<file path="config.mk">
export PLATFORM = sky130hd
export DESIGN_NAME = rational_fraction_alu
export DESIGN_NICKNAME = d
export VERILOG_FILES = /design/src/sv/rfa_pkg.sv /design/src/sv/rfa_front.sv /design/src/sv/rfa_queue.sv /design/src/sv/rfa_div.sv /design/src/sv/rfa_back.sv /design/src/sv/rational_fraction_alu.sv
export SDC_FILE = /design/constraint.sdc
export NUM_CORES = 2
export LEC_CHECK = 0
export ABC_CLOCK_PERIOD_IN_PS = 9700
export BUFFER_PORTS_ARGS = -buffer_cell sky130_fd_sc_hd__buf_2
export CORE_ASPECT_RATIO = 0.75
export CORE_MARGIN = 4
export CORE_UTILIZATION = 35
export DETAILED_ROUTE_END_ITERATION = 10
export PLACE_DENSITY = 0.61
export SETUP_SLACK_MARGIN = 0.5
export SLEW_MARGIN = 25
export SYNTH_ARGS = -nofsm -noshare
export SYNTH_HDL_FRONTEND = slang
export SYNTH_SLANG_ARGS = --single-unit
export TNS_END_PERCENT = 10
</file>
<file path="constraint.sdc">
create_clock -name clk -period 9.7 [get_ports clk]
set_input_delay 2.425 -clock clk [delete_from_list [all_inputs] [get_ports clk]]
set_output_delay 2.425 -clock clk [all_outputs]
set_load 0.005 [all_outputs]
</file>
<file path="src/sv/rfa_pkg.sv">
`timescale 1ns / 1ps

package rfa_pkg;

  localparam int OPERAND_WIDTH_DEF = 16;
  localparam int RES_NUM_WIDTH     = 33;
  localparam int RES_DEN_WIDTH     = 31;
  localparam int OP_WIDTH          = 3;
  localparam int QUEUE_DEPTH       = 2;

  // operand slots
  localparam int IDX_AN = 0;
  localparam int IDX_AD = 1;
  localparam int IDX_BN = 2;
  localparam int IDX_BD = 3;

  typedef enum logic [OP_WIDTH-1:0] {
    OP_ADD = 3'd0,
    OP_SUB = 3'd1,
    OP_MUL = 3'd2,
    OP_DIV = 3'd3,
    OP_INT = 3'd4
  } op_t;

  typedef enum logic [2:0] {
    K_ZERO,   // unused opcode: 0 / 1
    K_ERR,    // bad operand: 0 / 0, flag set
    K_INT,
    K_ADD,
    K_SUB,
    K_MUL,
    K_DIV
  } kind_t;

  typedef struct packed {
    kind_t      kind;
    logic [3:0] neg;
  } rfa_cls_t;

  typedef enum logic [3:0] {
    ST_IDLE,
    ST_MUL1,
    ST_MUL2,
    ST_MUL3,
    ST_MUL4,
    ST_REDUCE,
    ST_GCD,
    ST_INTDIV,
    ST_DIV,
    ST_OUT
  } state_t;

endpackage

</file>
<file path="src/sv/rfa_front.sv">
`timescale 1ns / 1ps

module rfa_front #(
  parameter int OPERAND_WIDTH = rfa_pkg::OPERAND_WIDTH_DEF
) (
  input  logic [rfa_pkg::OP_WIDTH-1:0]      op,
  input  logic [3:0][OPERAND_WIDTH-1:0]     raw,
  output rfa_pkg::rfa_cls_t                 cls,
  output logic [3:0][OPERAND_WIDTH-1:0]     mag
);

  logic [3:0]     is_zero;
  logic           bad;
  logic [3:0]     neg;
  rfa_pkg::kind_t kind;

  always_comb begin
    for (int i = 0; i < 4; i++) begin
      neg[i]     = raw[i][OPERAND_WIDTH-1];
      // most negative value maps onto 2^(W-1), which still fits W unsigned bits
      mag[i]     = neg[i] ? (~raw[i] + OPERAND_WIDTH'(1)) : raw[i];
      is_zero[i] = (raw[i] == '0);
    end
  end

  assign bad = is_zero[rfa_pkg::IDX_AD] || is_zero[rfa_pkg::IDX_BD] ||
               ((op == rfa_pkg::OP_DIV) && is_zero[rfa_pkg::IDX_BN]);

  always_comb begin
    unique case (op)
      rfa_pkg::OP_ADD: kind = bad ? rfa_pkg::K_ERR : rfa_pkg::K_ADD;
      rfa_pkg::OP_SUB: kind = bad ? rfa_pkg::K_ERR : rfa_pkg::K_SUB;
      rfa_pkg::OP_MUL: kind = bad ? rfa_pkg::K_ERR : rfa_pkg::K_MUL;
      rfa_pkg::OP_DIV: kind = bad ? rfa_pkg::K_ERR : rfa_pkg::K_DIV;
      rfa_pkg::OP_INT: kind = is_zero[rfa_pkg::IDX_AD] ? rfa_pkg::K_ERR : rfa_pkg::K_INT;
      default:         kind = rfa_pkg::K_ZERO;
    endcase
  end

  assign cls = {kind, neg};

endmodule

</file>
<file path="src/sv/rfa_queue.sv">
`timescale 1ns / 1ps

module rfa_queue #(
  parameter int DATA_WIDTH = 8
) (
  input  logic                  clk,
  input  logic                  rst,
  input  logic                  push,
  input  logic [DATA_WIDTH-1:0] push_data,
  output logic                  full,
  input  logic                  pop,
  output logic                  avail,
  output logic [DATA_WIDTH-1:0] pop_data
);

  localparam int Depth = rfa_pkg::QUEUE_DEPTH;
  localparam int PtrW  = (Depth > 1) ? $clog2(Depth) : 1;
  localparam int CntW  = $clog2(Depth + 1);

  logic [DATA_WIDTH-1:0] mem [Depth];
  logic [PtrW-1:0]       wr_ptr;
  logic [PtrW-1:0]       rd_ptr;
  logic [CntW-1:0]       count;

  assign full     = (count == CntW'(Depth));
  assign avail    = (count != '0);
  assign pop_data = mem[rd_ptr];

  always_ff @(posedge clk) begin
    if (push) begin
      mem[wr_ptr] <= push_data;
    end
  end

  always_ff @(posedge clk) begin
    if (rst) begin
      wr_ptr <= '0;
      rd_ptr <= '0;
      count  <= '0;
    end else begin
      if (push) begin
        wr_ptr <= (wr_ptr == PtrW'(Depth - 1)) ? '0 : wr_ptr + PtrW'(1);
      end
      if (pop) begin
        rd_ptr <= (rd_ptr == PtrW'(Depth - 1)) ? '0 : rd_ptr + PtrW'(1);
      end
      if (push && !pop) begin
        count <= count + CntW'(1);
      end else if (pop && !push) begin
        count <= count - CntW'(1);
      end
    end
  end

endmodule

</file>
<file path="src/sv/rfa_div.sv">
`timescale 1ns / 1ps

// restoring divider, one quotient bit per cycle
module rfa_div #(
  parameter int DW = 32
) (
  input  logic          clk,
  input  logic          rst,
  input  logic          start,
  input  logic [DW-1:0] dividend,
  input  logic [DW-1:0] divisor,
  output logic          done,
  output logic [DW-1:0] quotient
);

  localparam int CW = $clog2(DW + 1);

  logic [DW-1:0] quo;
  logic [DW-1:0] rem;
  logic [DW-1:0] dvs;
  logic [CW-1:0] cnt;
  logic          run;
  logic [DW:0]   trial;
  logic [DW:0]   diff;
  logic          ge;

  assign trial    = {rem, quo[DW-1]};
  assign diff     = trial - {1'b0, dvs};
  assign ge       = (trial >= {1'b0, dvs});
  assign quotient = quo;

  always_ff @(posedge clk) begin
    if (start) begin
      quo <= dividend;
      rem <= '0;
      dvs <= divisor;
    end else if (run) begin
      quo <= {quo[DW-2:0], ge};
      rem <= ge ? diff[DW-1:0] : trial[DW-1:0];
    end
  end

  always_ff @(posedge clk) begin
    if (rst) begin
      run  <= 1'b0;
      done <= 1'b0;
      cnt  <= '0;
    end else begin
      done <= 1'b0;
      if (start) begin
        run <= 1'b1;
        cnt <= CW'(DW);
      end else if (run) begin
        cnt <= cnt - CW'(1);
        if (cnt == CW'(1)) begin
          run  <= 1'b0;
          done <= 1'b1;
        end
      end
    end
  end

endmodule

</file>
<file path="src/sv/rfa_back.sv">
`timescale 1ns / 1ps

module rfa_back #(
  parameter int OPERAND_WIDTH = rfa_pkg::OPERAND_WIDTH_DEF
) (
  input  logic                                   clk,
  input  logic                                   rst,
  input  logic                                   q_avail,
  input  rfa_pkg::rfa_cls_t                      q_cls,
  input  logic [3:0][OPERAND_WIDTH-1:0]          q_mag,
  output logic                                   q_pop,
  output logic                                   res_valid,
  input  logic                                   res_ready,
  output logic [rfa_pkg::RES_NUM_WIDTH-1:0]      res_num,
  output logic [rfa_pkg::RES_DEN_WIDTH-1:0]      res_den,
  output logic                                   bad_operand
);

  localparam int W    = OPERAND_WIDTH;
  localparam int PW   = 2 * W;
  localparam int KW   = $clog2(PW);
  localparam int ExtW = (PW > rfa_pkg::RES_NUM_WIDTH) ? PW : rfa_pkg::RES_NUM_WIDTH;

  rfa_pkg::state_t state, state_next;

  rfa_pkg::kind_t       kind;
  logic [3:0]           neg;
  logic [3:0][W-1:0]    mag;
  logic [PW-1:0]        prod;
  logic [PW-1:0]        t1;
  logic                 p1neg;
  logic                 p2neg;
  logic [PW-1:0]        nmag;
  logic [PW-1:0]        dmag;
  logic                 nneg;
  logic                 dneg;
  logic [PW-1:0]        gx;
  logic [PW-1:0]        gy;
  logic [KW-1:0]        k;
  logic [rfa_pkg::RES_NUM_WIDTH-1:0] onum;
  logic [rfa_pkg::RES_DEN_WIDTH-1:0] oden;
  logic                 obad;

  logic                 is_mul;
  logic                 is_sub;
  logic                 is_addsub;
  logic [W-1:0]         mx;
  logic [W-1:0]         my;
  logic [PW-1:0]        pm;
  logic                 s1;
  logic                 s2;
  logic [PW-1:0]        sum_mag;
  logic                 sum_neg;
  logic [PW-1:0]        g;
  logic                 gcd_eq;
  logic                 start_a;
  logic                 start_b;
  logic [PW-1:0]        a_dividend;
  logic [PW-1:0]        a_divisor;
  logic                 a_done;
  logic                 b_done;
  logic [PW-1:0]        qa;
  logic [PW-1:0]        qb;

  function automatic logic [rfa_pkg::RES_NUM_WIDTH-1:0] signed_out(input logic sgn,
                                                                   input logic [PW-1:0] m);
    logic [ExtW-1:0] e;
    e = ExtW'(m);
    if (sgn) begin
      e = ~e + ExtW'(1);
    end
    return e[rfa_pkg::RES_NUM_WIDTH-1:0];
  endfunction

  function automatic logic [rfa_pkg::RES_DEN_WIDTH-1:0] den_out(input logic [PW-1:0] m);
    logic [ExtW-1:0] e;
    e = ExtW'(m);
    return e[rfa_pkg::RES_DEN_WIDTH-1:0];
  endfunction

  assign is_mul    = (kind == rfa_pkg::K_MUL);
  assign is_sub    = (kind == rfa_pkg::K_SUB);
  assign is_addsub = (kind == rfa_pkg::K_ADD) || is_sub;

  // multiplier operands: first an*(bn|bd), then ad*(bd|bn), then ad*bd for add/sub
  always_comb begin
    mx = mag[rfa_pkg::IDX_AD];
    my = mag[rfa_pkg::IDX_BD];
    if (state == rfa_pkg::ST_MUL1) begin
      mx = mag[rfa_pkg::IDX_AN];
      my = is_mul ? mag[rfa_pkg::IDX_BN] : mag[rfa_pkg::IDX_BD];
    end else if (state == rfa_pkg::ST_MUL2) begin
      my = is_mul ? mag[rfa_pkg::IDX_BD] : mag[rfa_pkg::IDX_BN];
    end
  end

  assign pm = PW'(mx) * PW'(my);
  assign s1 = neg[rfa_pkg::IDX_AN] ^ (is_mul ? neg[rfa_pkg::IDX_BN] : neg[rfa_pkg::IDX_BD]);
  assign s2 = neg[rfa_pkg::IDX_AD] ^ (is_mul ? neg[rfa_pkg::IDX_BD] : neg[rfa_pkg::IDX_BN])
              ^ is_sub;

  // signed-magnitude add of t1 and the second product
  always_comb begin
    if (p1neg == p2neg) begin
      sum_mag = t1 + prod;
      sum_neg = p1neg;
    end else if (t1 >= prod) begin
      sum_mag = t1 - prod;
      sum_neg = p1neg;
    end else begin
      sum_mag = prod - t1;
      sum_neg = p2neg;
    end
  end

  assign gcd_eq = (gx == gy);
  assign g      = gx << k;

  assign a_dividend = (kind == rfa_pkg::K_INT) ? PW'(mag[rfa_pkg::IDX_AN]) : nmag;
  assign a_divisor  = (kind == rfa_pkg::K_INT) ? PW'(mag[rfa_pkg::IDX_AD]) : g;

  rfa_div #(.DW(PW)) u_div_num (
    .clk      (clk),
    .rst      (rst),
    .start    (start_a),
    .dividend (a_dividend),
    .divisor  (a_divisor),
    .done     (a_done),
    .quotient (qa)
  );

  rfa_div #(.DW(PW)) u_div_den (
    .clk      (clk),
    .rst      (rst),
    .start    (start_b),
    .dividend (dmag),
    .divisor  (g),
    .done     (b_done),
    .quotient (qb)
  );

  always_comb begin
    state_next = state;
    unique case (state)
      rfa_pkg::ST_IDLE: begin
        if (q_avail) begin
          if (q_cls.kind == rfa_pkg::K_ZERO || q_cls.kind == rfa_pkg::K_ERR) begin
            state_next = rfa_pkg::ST_OUT;
          end else if (q_cls.kind == rfa_pkg::K_INT) begin
            state_next = rfa_pkg::ST_INTDIV;
          end else begin
            state_next = rfa_pkg::ST_MUL1;
          end
        end
      end
      rfa_pkg::ST_MUL1:   state_next = rfa_pkg::ST_MUL2;
      rfa_pkg::ST_MUL2:   state_next = rfa_pkg::ST_MUL3;
      rfa_pkg::ST_MUL3:   state_next = is_addsub ? rfa_pkg::ST_MUL4 : rfa_pkg::ST_REDUCE;
      rfa_pkg::ST_MUL4:   state_next = rfa_pkg::ST_REDUCE;
      rfa_pkg::ST_REDUCE: state_next = (nmag == '0) ? rfa_pkg::ST_OUT : rfa_pkg::ST_GCD;
      rfa_pkg::ST_GCD:    state_next = gcd_eq ? rfa_pkg::ST_DIV : rfa_pkg::ST_GCD;
      rfa_pkg::ST_INTDIV: state_next = rfa_pkg::ST_DIV;
      rfa_pkg::ST_DIV:    state_next = a_done ? rfa_pkg::ST_OUT : rfa_pkg::ST_DIV;
      rfa_pkg::ST_OUT:    state_next = res_ready ? rfa_pkg::ST_IDLE : rfa_pkg::ST_OUT;
      default:            state_next = rfa_pkg::ST_IDLE;
    endcase
  end

  always_comb begin
    q_pop     = 1'b0;
    start_a   = 1'b0;
    start_b   = 1'b0;
    res_valid = 1'b0;
    unique case (state)
      rfa_pkg::ST_IDLE:   q_pop = q_avail;
      rfa_pkg::ST_GCD: begin
        start_a = gcd_eq;
        start_b = gcd_eq;
      end
      rfa_pkg::ST_INTDIV: start_a = 1'b1;
      rfa_pkg::ST_OUT:    res_valid = 1'b1;
      default: begin
      end
    endcase
  end

  always_ff @(posedge clk) begin
    if (rst) begin
      state <= rfa_pkg::ST_IDLE;
    end else begin
      state <= state_next;
    end
  end

  always_ff @(posedge clk) begin
    case (state)
      rfa_pkg::ST_IDLE: begin
        if (q_avail) begin
          kind <= q_cls.kind;
          neg  <= q_cls.neg;
          mag  <= q_mag;
          onum <= '0;
          oden <= (q_cls.kind == rfa_pkg::K_ERR) ? '0 : rfa_pkg::RES_DEN_WIDTH'(1);
          obad <= (q_cls.kind == rfa_pkg::K_ERR);
        end
      end
      rfa_pkg::ST_MUL1: begin
        prod  <= pm;
        p1neg <= s1;
      end
      rfa_pkg::ST_MUL2: begin
        t1    <= prod;
        prod  <= pm;
        p2neg <= s2;
      end
      rfa_pkg::ST_MUL3: begin
        if (is_addsub) begin
          nmag <= sum_mag;
          nneg <= sum_neg;
          dneg <= neg[rfa_pkg::IDX_AD] ^ neg[rfa_pkg::IDX_BD];
          prod <= pm;
        end else begin
          nmag <= t1;
          nneg <= p1neg;
          dmag <= prod;
          dneg <= p2neg;
        end
      end
      rfa_pkg::ST_MUL4: dmag <= prod;
      rfa_pkg::ST_REDUCE: begin
        gx   <= nmag;
        gy   <= dmag;
        k    <= '0;
        onum <= '0;
        oden <= rfa_pkg::RES_DEN_WIDTH'(1);
        obad <= 1'b0;
      end
      rfa_pkg::ST_GCD: begin
        // binary gcd: strip shared twos into k, then odd-odd subtract-and-halve
        if (!gcd_eq) begin
          if (!gx[0] && !gy[0]) begin
            gx <= gx >> 1;
            gy <= gy >> 1;
            k  <= k + KW'(1);
          end else if (!gx[0]) begin
            gx <= gx >> 1;
          end else if (!gy[0]) begin
            gy <= gy >> 1;
          end else if (gx > gy) begin
            gx <= (gx - gy) >> 1;
          end else begin
            gy <= (gy - gx) >> 1;
          end
        end
      end
      rfa_pkg::ST_DIV: begin
        if (a_done) begin
          obad <= 1'b0;
          if (kind == rfa_pkg::K_INT) begin
            onum <= signed_out((neg[rfa_pkg::IDX_AN] ^ neg[rfa_pkg::IDX_AD]) && (qa != '0), qa);
            oden <= rfa_pkg::RES_DEN_WIDTH'(1);
          end else begin
            onum <= signed_out(nneg ^ dneg, qa);
            oden <= den_out(qb);
          end
        end
      end
      default: begin
      end
    endcase
  end

  assign res_num     = onum;
  assign res_den     = oden;
  assign bad_operand = obad;

  a_err_zero : assert property (@(posedge clk) disable iff (rst)
    res_valid && bad_operand |-> (res_num == '0) && (res_den == '0))
    else $error("error result carries nonzero fields");

  a_den_nz : assert property (@(posedge clk) disable iff (rst)
    res_valid && !bad_operand |-> (res_den != '0))
    else $error("zero denominator on a good result");

  a_gcd_nz : assert property (@(posedge clk) disable iff (rst)
    (state == rfa_pkg::ST_GCD) |-> (gx != '0) && (gy != '0))
    else $error("gcd operand went to zero");

  a_div_sync : assert property (@(posedge clk) disable iff (rst)
    (state == rfa_pkg::ST_DIV) && (kind != rfa_pkg::K_INT) |-> (a_done == b_done))
    else $error("numerator and denominator dividers out of step");

  a_pop_leaves_idle : assert property (@(posedge clk) disable iff (rst)
    q_pop |=> (state != rfa_pkg::ST_IDLE))
    else $error("popped item not taken up");

endmodule

</file>
<file path="src/sv/rational_fraction_alu.sv">
`timescale 1ns / 1ps

// Rational ALU: adds, subtracts, multiplies or divides a = a_num/a_den and
// b = b_num/b_den (s_tuser selects the operation), or returns the truncated
// integer part of a, and delivers the result in lowest terms with a positive
// denominator. A zero a_den, a zero b_den (but for the integer part) or a
// zero divisor numerator sets bad_operand with a 0/0 result. The front
// classifies beats into a two-entry queue, so input is taken while the back
// is busy or a result is waiting, until the queue is full. The back works
// one item at a time: unused opcodes and errors go straight to the output
// state; the integer part runs one restoring divider; fractions pass through
// the shared W x W multiplier, binary GCD, then the two restoring dividers
// that divide out the GCD, and the output state (W = OPERAND_WIDTH; a zero
// numerator skips the GCD and dividers). A stalled result holds the back in
// its output state.
module rational_fraction_alu #(
  parameter int OPERAND_WIDTH = rfa_pkg::OPERAND_WIDTH_DEF
) (
  input  logic                                   clk,
  input  logic                                   rst,
  input  logic                                   s_tvalid,
  output logic                                   s_tready,
  // a_num, a_den, b_num, b_den (low to high), zero padded
  input  logic [((4*OPERAND_WIDTH+7)/8)*8-1:0]   s_tdata,
  // req_type
  input  logic [rfa_pkg::OP_WIDTH-1:0]           s_tuser,
  output logic                                   m_tvalid,
  input  logic                                   m_tready,
  // res_num, res_den, bad_operand (low to high), zero padded
  output logic [71:0]                            m_tdata
);

  localparam int W  = OPERAND_WIDTH;
  localparam int QW = $bits(rfa_pkg::rfa_cls_t) + 4 * W;

  logic [3:0][W-1:0]                 raw;
  rfa_pkg::rfa_cls_t                 f_cls;
  logic [3:0][W-1:0]                 f_mag;
  logic                              q_full;
  logic                              q_avail;
  logic                              q_pop;
  logic [QW-1:0]                     q_data;
  rfa_pkg::rfa_cls_t                 b_cls;
  logic [3:0][W-1:0]                 b_mag;
  logic [rfa_pkg::RES_NUM_WIDTH-1:0] res_num;
  logic [rfa_pkg::RES_DEN_WIDTH-1:0] res_den;
  logic                              bad_operand;

  assign raw      = s_tdata[4*W-1:0];
  assign s_tready = !q_full;

  rfa_front #(.OPERAND_WIDTH(W)) u_front (
    .op  (s_tuser),
    .raw (raw),
    .cls (f_cls),
    .mag (f_mag)
  );

  rfa_queue #(.DATA_WIDTH(QW)) u_queue (
    .clk       (clk),
    .rst       (rst),
    .push      (s_tvalid && !q_full),
    .push_data ({f_mag, f_cls}),
    .full      (q_full),
    .pop       (q_pop),
    .avail     (q_avail),
    .pop_data  (q_data)
  );

  assign {b_mag, b_cls} = q_data;

  rfa_back #(.OPERAND_WIDTH(W)) u_back (
    .clk         (clk),
    .rst         (rst),
    .q_avail     (q_avail),
    .q_cls       (b_cls),
    .q_mag       (b_mag),
    .q_pop       (q_pop),
    .res_valid   (m_tvalid),
    .res_ready   (m_tready),
    .res_num     (res_num),
    .res_den     (res_den),
    .bad_operand (bad_operand)
  );

  assign m_tdata = {7'd0, bad_operand, res_den, res_num};

endmodule
</file>
After elaboration in Yosys (flattened, before gate mapping):

Memories as Yosys holds them, arrays and structs flattened. A register that Yosys moved wholly into a read port is not among the register bits.
Index checks and enable logic that the tools add are counted.

* logic and storage cells: 253
* latch bits: 0
* flip-flop bits (word level): 552
* RAM bits: 142
* output and inout bits: 74
* ROM bits: 0
* input bits: 71
* memories: 1

Memory list
* u_queue.mem: depth 2, width 71, rd ports 1, clocked after memory_dff 1, wr ports 1, RTL line rfa_queue.sv:20 `logic [DATA_WIDTH-1:0] mem [Depth];`

* muxes and demuxes: 97
* divide/modulo/power cells: 0
* reduce and logical (&&, ||, !) cells: 44
* shift operators: 1
* magnitude comparators: 4
* $add $sub $neg: 19
* equality and inequality tests: 34
* bitwise logic cells: 12
* multiply operators: 1

Operator list (number)
* two-way mux 32 bit: 22
* one-hot mux 32 bit (2 select lines): 4
* subtractor 32 bit: 6
* two-way mux 33 bit: 5
* two-way mux 16 bit: 10
* one-hot mux 33 bit (3 select lines): 1
* two-way mux 31 bit: 3
* one-hot mux 31 bit (3 select lines): 1
* >= comparator 33 x 32 -> 1 bit: 2
* adder 16 x 1 -> 16 bit, second input constant: 4
* NOT 16 bit: 4
* zero test 16 bit: 3
* one-hot mux 4 bit (10 select lines): 1
* adder 33 x 1 -> 33 bit, second input constant: 1
* NOT 32 -> 33 bit: 1
* adder 32 bit: 1
* equality test 32 bit: 1
* >= comparator 32 bit: 1
* > comparator 32 bit: 1
* zero test 32 bit: 1
* multiplier 16 x 16 -> 32 bit: 1
* nonzero test 32 bit: 1
* << shifter 32 x 5 -> 32 bit: 1
* two-way mux 1 bit: 27
* 42 further kinds: 109

Logic depth before layout (Yosys ltp):

* word-level depth: 7
* gate-level depth with buffers: 32
* gate-level depth less buffers: 28

Modules after synthesis:

From an unflattened synthesis, not the netlist that was laid out.

* cell total of the unflattened synthesis: 5206
* area total of the unflattened synthesis: 51465.6 um^2

By module, submodules not included
* rfa_back: cells each 3580, instances 1, sequential area each 10199.8 um^2, area an instance 32922.8 um^2
* rfa_div (u_back.u_div_den): cells each 604, instances 1, sequential area each 2722.6 um^2, area an instance 5908.2 um^2
* rfa_div (u_back.u_div_num): cells each 567, instances 1, sequential area each 2722.6 um^2, area an instance 5824.3 um^2
* rfa_queue: cells each 243, instances 1, sequential area each 4364.2 um^2, area an instance 5357.6 um^2
* rfa_front: cells each 201, instances 1, sequential area each 0.0 um^2, area an instance 1378.8 um^2
* rational_fraction_alu: cells each 11, instances 1, sequential area each 0.0 um^2, area an instance 73.8 um^2

Worst setup path after synthesis:

No wires, ideal clock.

* path type: register to register
* start: register u_back.state[2]
* end: register u_back.prod[28] (data pin)
* period minus slack after synthesis: 9.032 ns
* buffers on the path: 5
* library setup time: 0.259 ns
* stages on the path, launching flop included: 32
* arrival time: 8.774 ns
* setup slack: 0.668 ns
* required time: 9.441 ns
* cell sequence: dfxtp_1 -> clkbuf_1 -> or2_2 -> clkbuf_1 -> nor2_1 -> a21oi_1 -> buf_2 -> buf_1 -> buf_2 -> mux2i_1 -> nor2_1 -> fa_1 -> inv_1 -> fa_1 -> inv_1 -> fa_1 -> fa_1 -> fa_1 -> inv_1 -> fa_1 -> inv_1 -> ha_1 -> a21o_1 -> a21o_1 -> a21oi_1 -> o22ai_1 -> a41o_1 -> o41ai_1 -> o21a_1 -> o21bai_1 -> a21oi_1 -> xnor2_1

* cells in the longest elaborated chain, start to end: 6
* elaborated cells between the ends (all ways): 10
* those cells by class: 1 x mul; 3 x eq/ne; 5 x mux; 1 x reduce/logical

Ends and longest elaborated chain
* from (decl): RTL line rfa_back.sv:24 `rfa_pkg::state_t state, state_next;`
* from (signal assigned): RTL line rfa_back.sv:189 `state <= rfa_pkg::ST_IDLE;`
* from (signal assigned): RTL line rfa_back.sv:191 `state <= state_next;`
* equality test 4 x 2 -> 1 bit: RTL line rfa_back.sv:92 `end else if (state == rfa_pkg::ST_MUL2) begin`
* two-way mux 16 bit: RTL line rfa_back.sv:92
* two-way mux 16 bit: RTL line rfa_back.sv:89 `if (state == rfa_pkg::ST_MUL1) begin`
* multiplier 16 x 16 -> 32 bit (*): RTL line rfa_back.sv:97 `assign pm = PW'(mx) * PW'(my);`
* via u_back.pm[28]: RTL line rfa_back.sv:49 `logic [PW-1:0] pm;`
* two-way mux 32 bit: RTL line rfa_back.sv:217 `if (is_addsub) begin`
* one-hot mux 32 bit (2 select lines) (*): RTL line rfa_back.sv:196 `case (state)`
* to (signal assigned): RTL line rfa_back.sv:208 `prod <= pm;`
* to (signal assigned): RTL line rfa_back.sv:213 `prod <= pm;`
* to (signal assigned): RTL line rfa_back.sv:221 `prod <= pm;`
* to (decl): RTL line rfa_back.sv:29 `logic [PW-1:0] prod;`

The timed path passes the listed nets; every way through them passes the cells marked *. The select of a mux whose other input is x is not followed.
A chain may end at the register's enable or synchronous reset.

Worst setup path after layout:

Ends and elaborated chain as after synthesis.

==> results.md <==
- Root Buffer: clkbuf_16
- Die height: 338 microns
- Fin. Hold Viols: 0
- Max reg flops: 142
- Post-synth ARST share: 0%
- Met1 Use GR: 30.4%
- GP Congestion: between 0.9 and 1
- # rows: 120
- Dpl hpwl: 123000 microns
- Max H-tree Level: 3
- Number of enable flip-flop cells after synthesis: ~610
- Final wirelength: 159000 microns
- Register-to-register setup slack: about 1.1 ns
- Mapped Cells: 5258
- Post-Syn Area: 50800 sq um
- Worst-path fanout max: 23
- Cell variety after synth: between 80 and 90
- TNS Setup: 0 ns
- Setup violators final: 0
- CTS Buf Count: 75
- R2r endpoint: u_back.prod[28]
- Proportion of layout cells with a drive suffix above 1: under 10%
- First-pass GRT wire length: 239000 microns
- Status: finished, final reports clean
- Hold Path Sink: u_back.u_div_den.rem[23]
- Initial antenna violation count: 5
- # Post-CTS Setup Buffers: 0
- F_max: between 0.1 and 0.15 GHz
- Layer with the highest usage: met2
- Largest net degree at the start of global routing: 93
- Seq/Total Area, Yosys: 39.3%
- CTS tree: built
- Worst hold path class: reg -> reg
- Worst EP arrival: 8.97 ns
- Core box area: 144000 sq um
- CP Class: reg -> reg
- Clk_skew: between 0.03 and 0.04 ns
- YS warnings: 0
- Minimum clock period after layout: 8.55 ns
- # fillers: 14171
- Clock Sinks: 695
- Setup crit end kind: flop
- Vias per cell: 5.47
- Max Slew Vio Count: 0
- Vias: just under 40000
- Grt ovf: 0
- Hold_sp: u_back.u_div_den.rem[23]
- Global-route track usage on met2: 30.7%
- DRC viols: 0
- DR iter-0 viols: roughly 4300
- Final Util: about two fifths
- Clock Latency Late Sink: 0.70 ns
- Reg2Reg Launch Point: u_back.state[2]
- Ys flop type: edfxtp_1
- CP required: 10.12 ns
- Startpoint type of the worst setup path: flop
- Final nets: 5892
- Die width: 448 microns
- Worst slew pin tran: 1.07 ns
- Cells resized by post-CTS repair: 0
- Cts hold-fix bufs: 0
- DRT antenna net count: 0
- Worst R2R Path Depth: 25
- Rel. slew slack: 26.4%
- I/O Pins: 145
- Vias in the first global route: 37561
- Initial Util: 35.4%
- Hold Path Depth: 2
- DIE AREA: approximately 150000 sq um
- Total GRT Usage: 20.6%
- PortBufs: 137
- Fin crit share: 88.2%
- DR pass1 iterations: 7
- Reg clk slew, reported paths: 0.06 ns
- RSZ-0062 raised after global routing: false
- Reg with most FFs: u_queue.mem
- Avg Inst Size Synth: slightly below 10 sq um
- Yosys reg bits: 695
- Routed wire per std cell: 22.0 microns
- Longest Clk Path Bufs: 3
- Area Overhead vs Synth: 10.1%
- Max_cap viols: 0
- Met3 GRT Util: 4.26%
## synth_stat cells (all sizes together) (9+ instances only)
cell type	instances	area, sq um
edfxtp	607	18200
nand2	602	2260
inv	505	1900
nor2	486	1820
a21oi	379	1900
ha	338	4230
o21ai	270	1360
clkbuf	205	769
fa	201	4020
xnor2	195	1710
mux2	114	1280
a21o	111	833
mux2i	110	1100
dfxtp	88	1760
nand3	76	380
xor2	71	622
nor3	70	350
and3	59	369
nand2b	57	357
a31oi	51	325
a221oi	48	420
and2	44	275
buf	44	235
o21bai	41	308
a211oi	39	298
o31ai	39	293
or3	38	243
nor2b	33	206
o21a	33	255
nand4	30	188
o211ai	28	210
nor4	26	199
or4	18	143
mux4	17	383
or2	16	100
o41ai	14	130
o31a	12	105
o22ai	11	68.8
and4	10	87.6
a21boi	9	67.6
o311ai	9	78.8
## worst max-delay path, stage by stage (launching register included)
cell      delay [ns]
dfxtp_1         0.38
or2_2           0.43
nor2_4          0.58
mux2i_1         0.93
nor2_1          0.16
fa_1            0.55
inv_1           0.05
fa_1            0.47
fa_1            0.51
inv_1           0.04
ha_1            0.29
fa_1            0.48
inv_1           0.05
fa_1            0.48
inv_1           0.04
ha_1            0.34
nand2_1         0.12
nor4_1          0.09
o41ai_1         0.67
a21oi_1         0.24
a41o_1          0.31
o41ai_1         0.47
o21a_1          0.26
o21bai_1        0.08
a21oi_1         0.18
xnor2_1         0.08
## metal layers
metal | up-vias | wire length (microns)
li1 | 18484 | -
met1 | 19482 | 73100
met2 | 1427 | 68500
met3 | 191 | 13100
met4 | 0 | 4380
met5 | - | 0
## layout make-up
type	count	area (sq um)	share of cell area (%)
Multi-Input combinational cell	3815	28100	50.2
Clock inverter	48	509	0.910
Sequential cell	695	20000	35.7
Antenna cell	7	17.5	0.0313
Inverter	505	1900	3.39
Timing Repair Buffer	190	1110	1.98
Tap cell	1891	2370	4.23
Clock buffer	89	1960	3.50
## through the flow
step | cells | instance area, sq um | hold WS (ns) | setup WS, ns
floorplan | 5264 | 50800 | 0.445 | 0.668
global placement | 7095 | 53400 | 0.479 | 1.35
detailed placement | 7095 | 53400 | 0.487 | 1.25
CTS | 7232 | 55900 | 0.496 | 1.23
global route | 7234 | 55900 | 0.515 | 0.625
finish | 7240 | 55900 | 0.497 | 1.15
## cells by family after synthesis
family	after synthesis	synth area share (%)
and+or+nand+nor	1590	14.1
AOI/OAI and AO/OA	1172	14.5
buffers and inverters	754	5.71
DFF	695	39.3
adders and majority gates	539	16.2
xor gates and xnor gates	266	4.59
muxes	241	5.45
other	1	0.00738
## placed cells by master (no fill, tap or decap), types with 16 or more instances in the layout
master       n
ha_1       338
mux4_2      17
o211ai_1    28
mux2i_1    110
inv_1      502
clkbuf_16   76
edfxtp_1   607
or4_1       16
nor4_1      23
a31oi_1     50
a211oi_1    38
buf_4       51
xor2_1      70
buf_2      137
o21bai_1    41
mux2_2     114
a21oi_1    375
nor2b_1     33
fa_1       201
or3_1       37
nand4_1     30
nor2_1     476
and2_1      44
a21o_1     111
a221oi_1    48
xnor2_1    194
o31ai_1     39
nand3_1     76
nor3_1      68
nand2_1    601
o21ai_0    265
nand2b_1    55
dfxtp_1     85
or2_2       16
o21a_1      32
and3_1      58
## how the worst max path moves through the flow
stage	to	from	slack, ns	cells past startpoint
6_report	u_back.prod[28]	u_back.state[2]	1.15	25
5_1_grt	u_back.prod[28]	u_back.state[0]	0.63	28
4_1_cts	u_back.prod[28]	u_back.state[1]	1.23	27
3_5_place_dp	u_back.prod[28]	u_back.state[1]	1.25	27
3_3_place_gp	u_back.prod[28]	u_back.state[1]	1.35	27
2_1_floorplan	u_back.prod[28]	u_back.state[2]	0.67	31
Power is not shown: default switching activity piles up to over one toggle a cycle in this logic, so the estimate is an artifact.
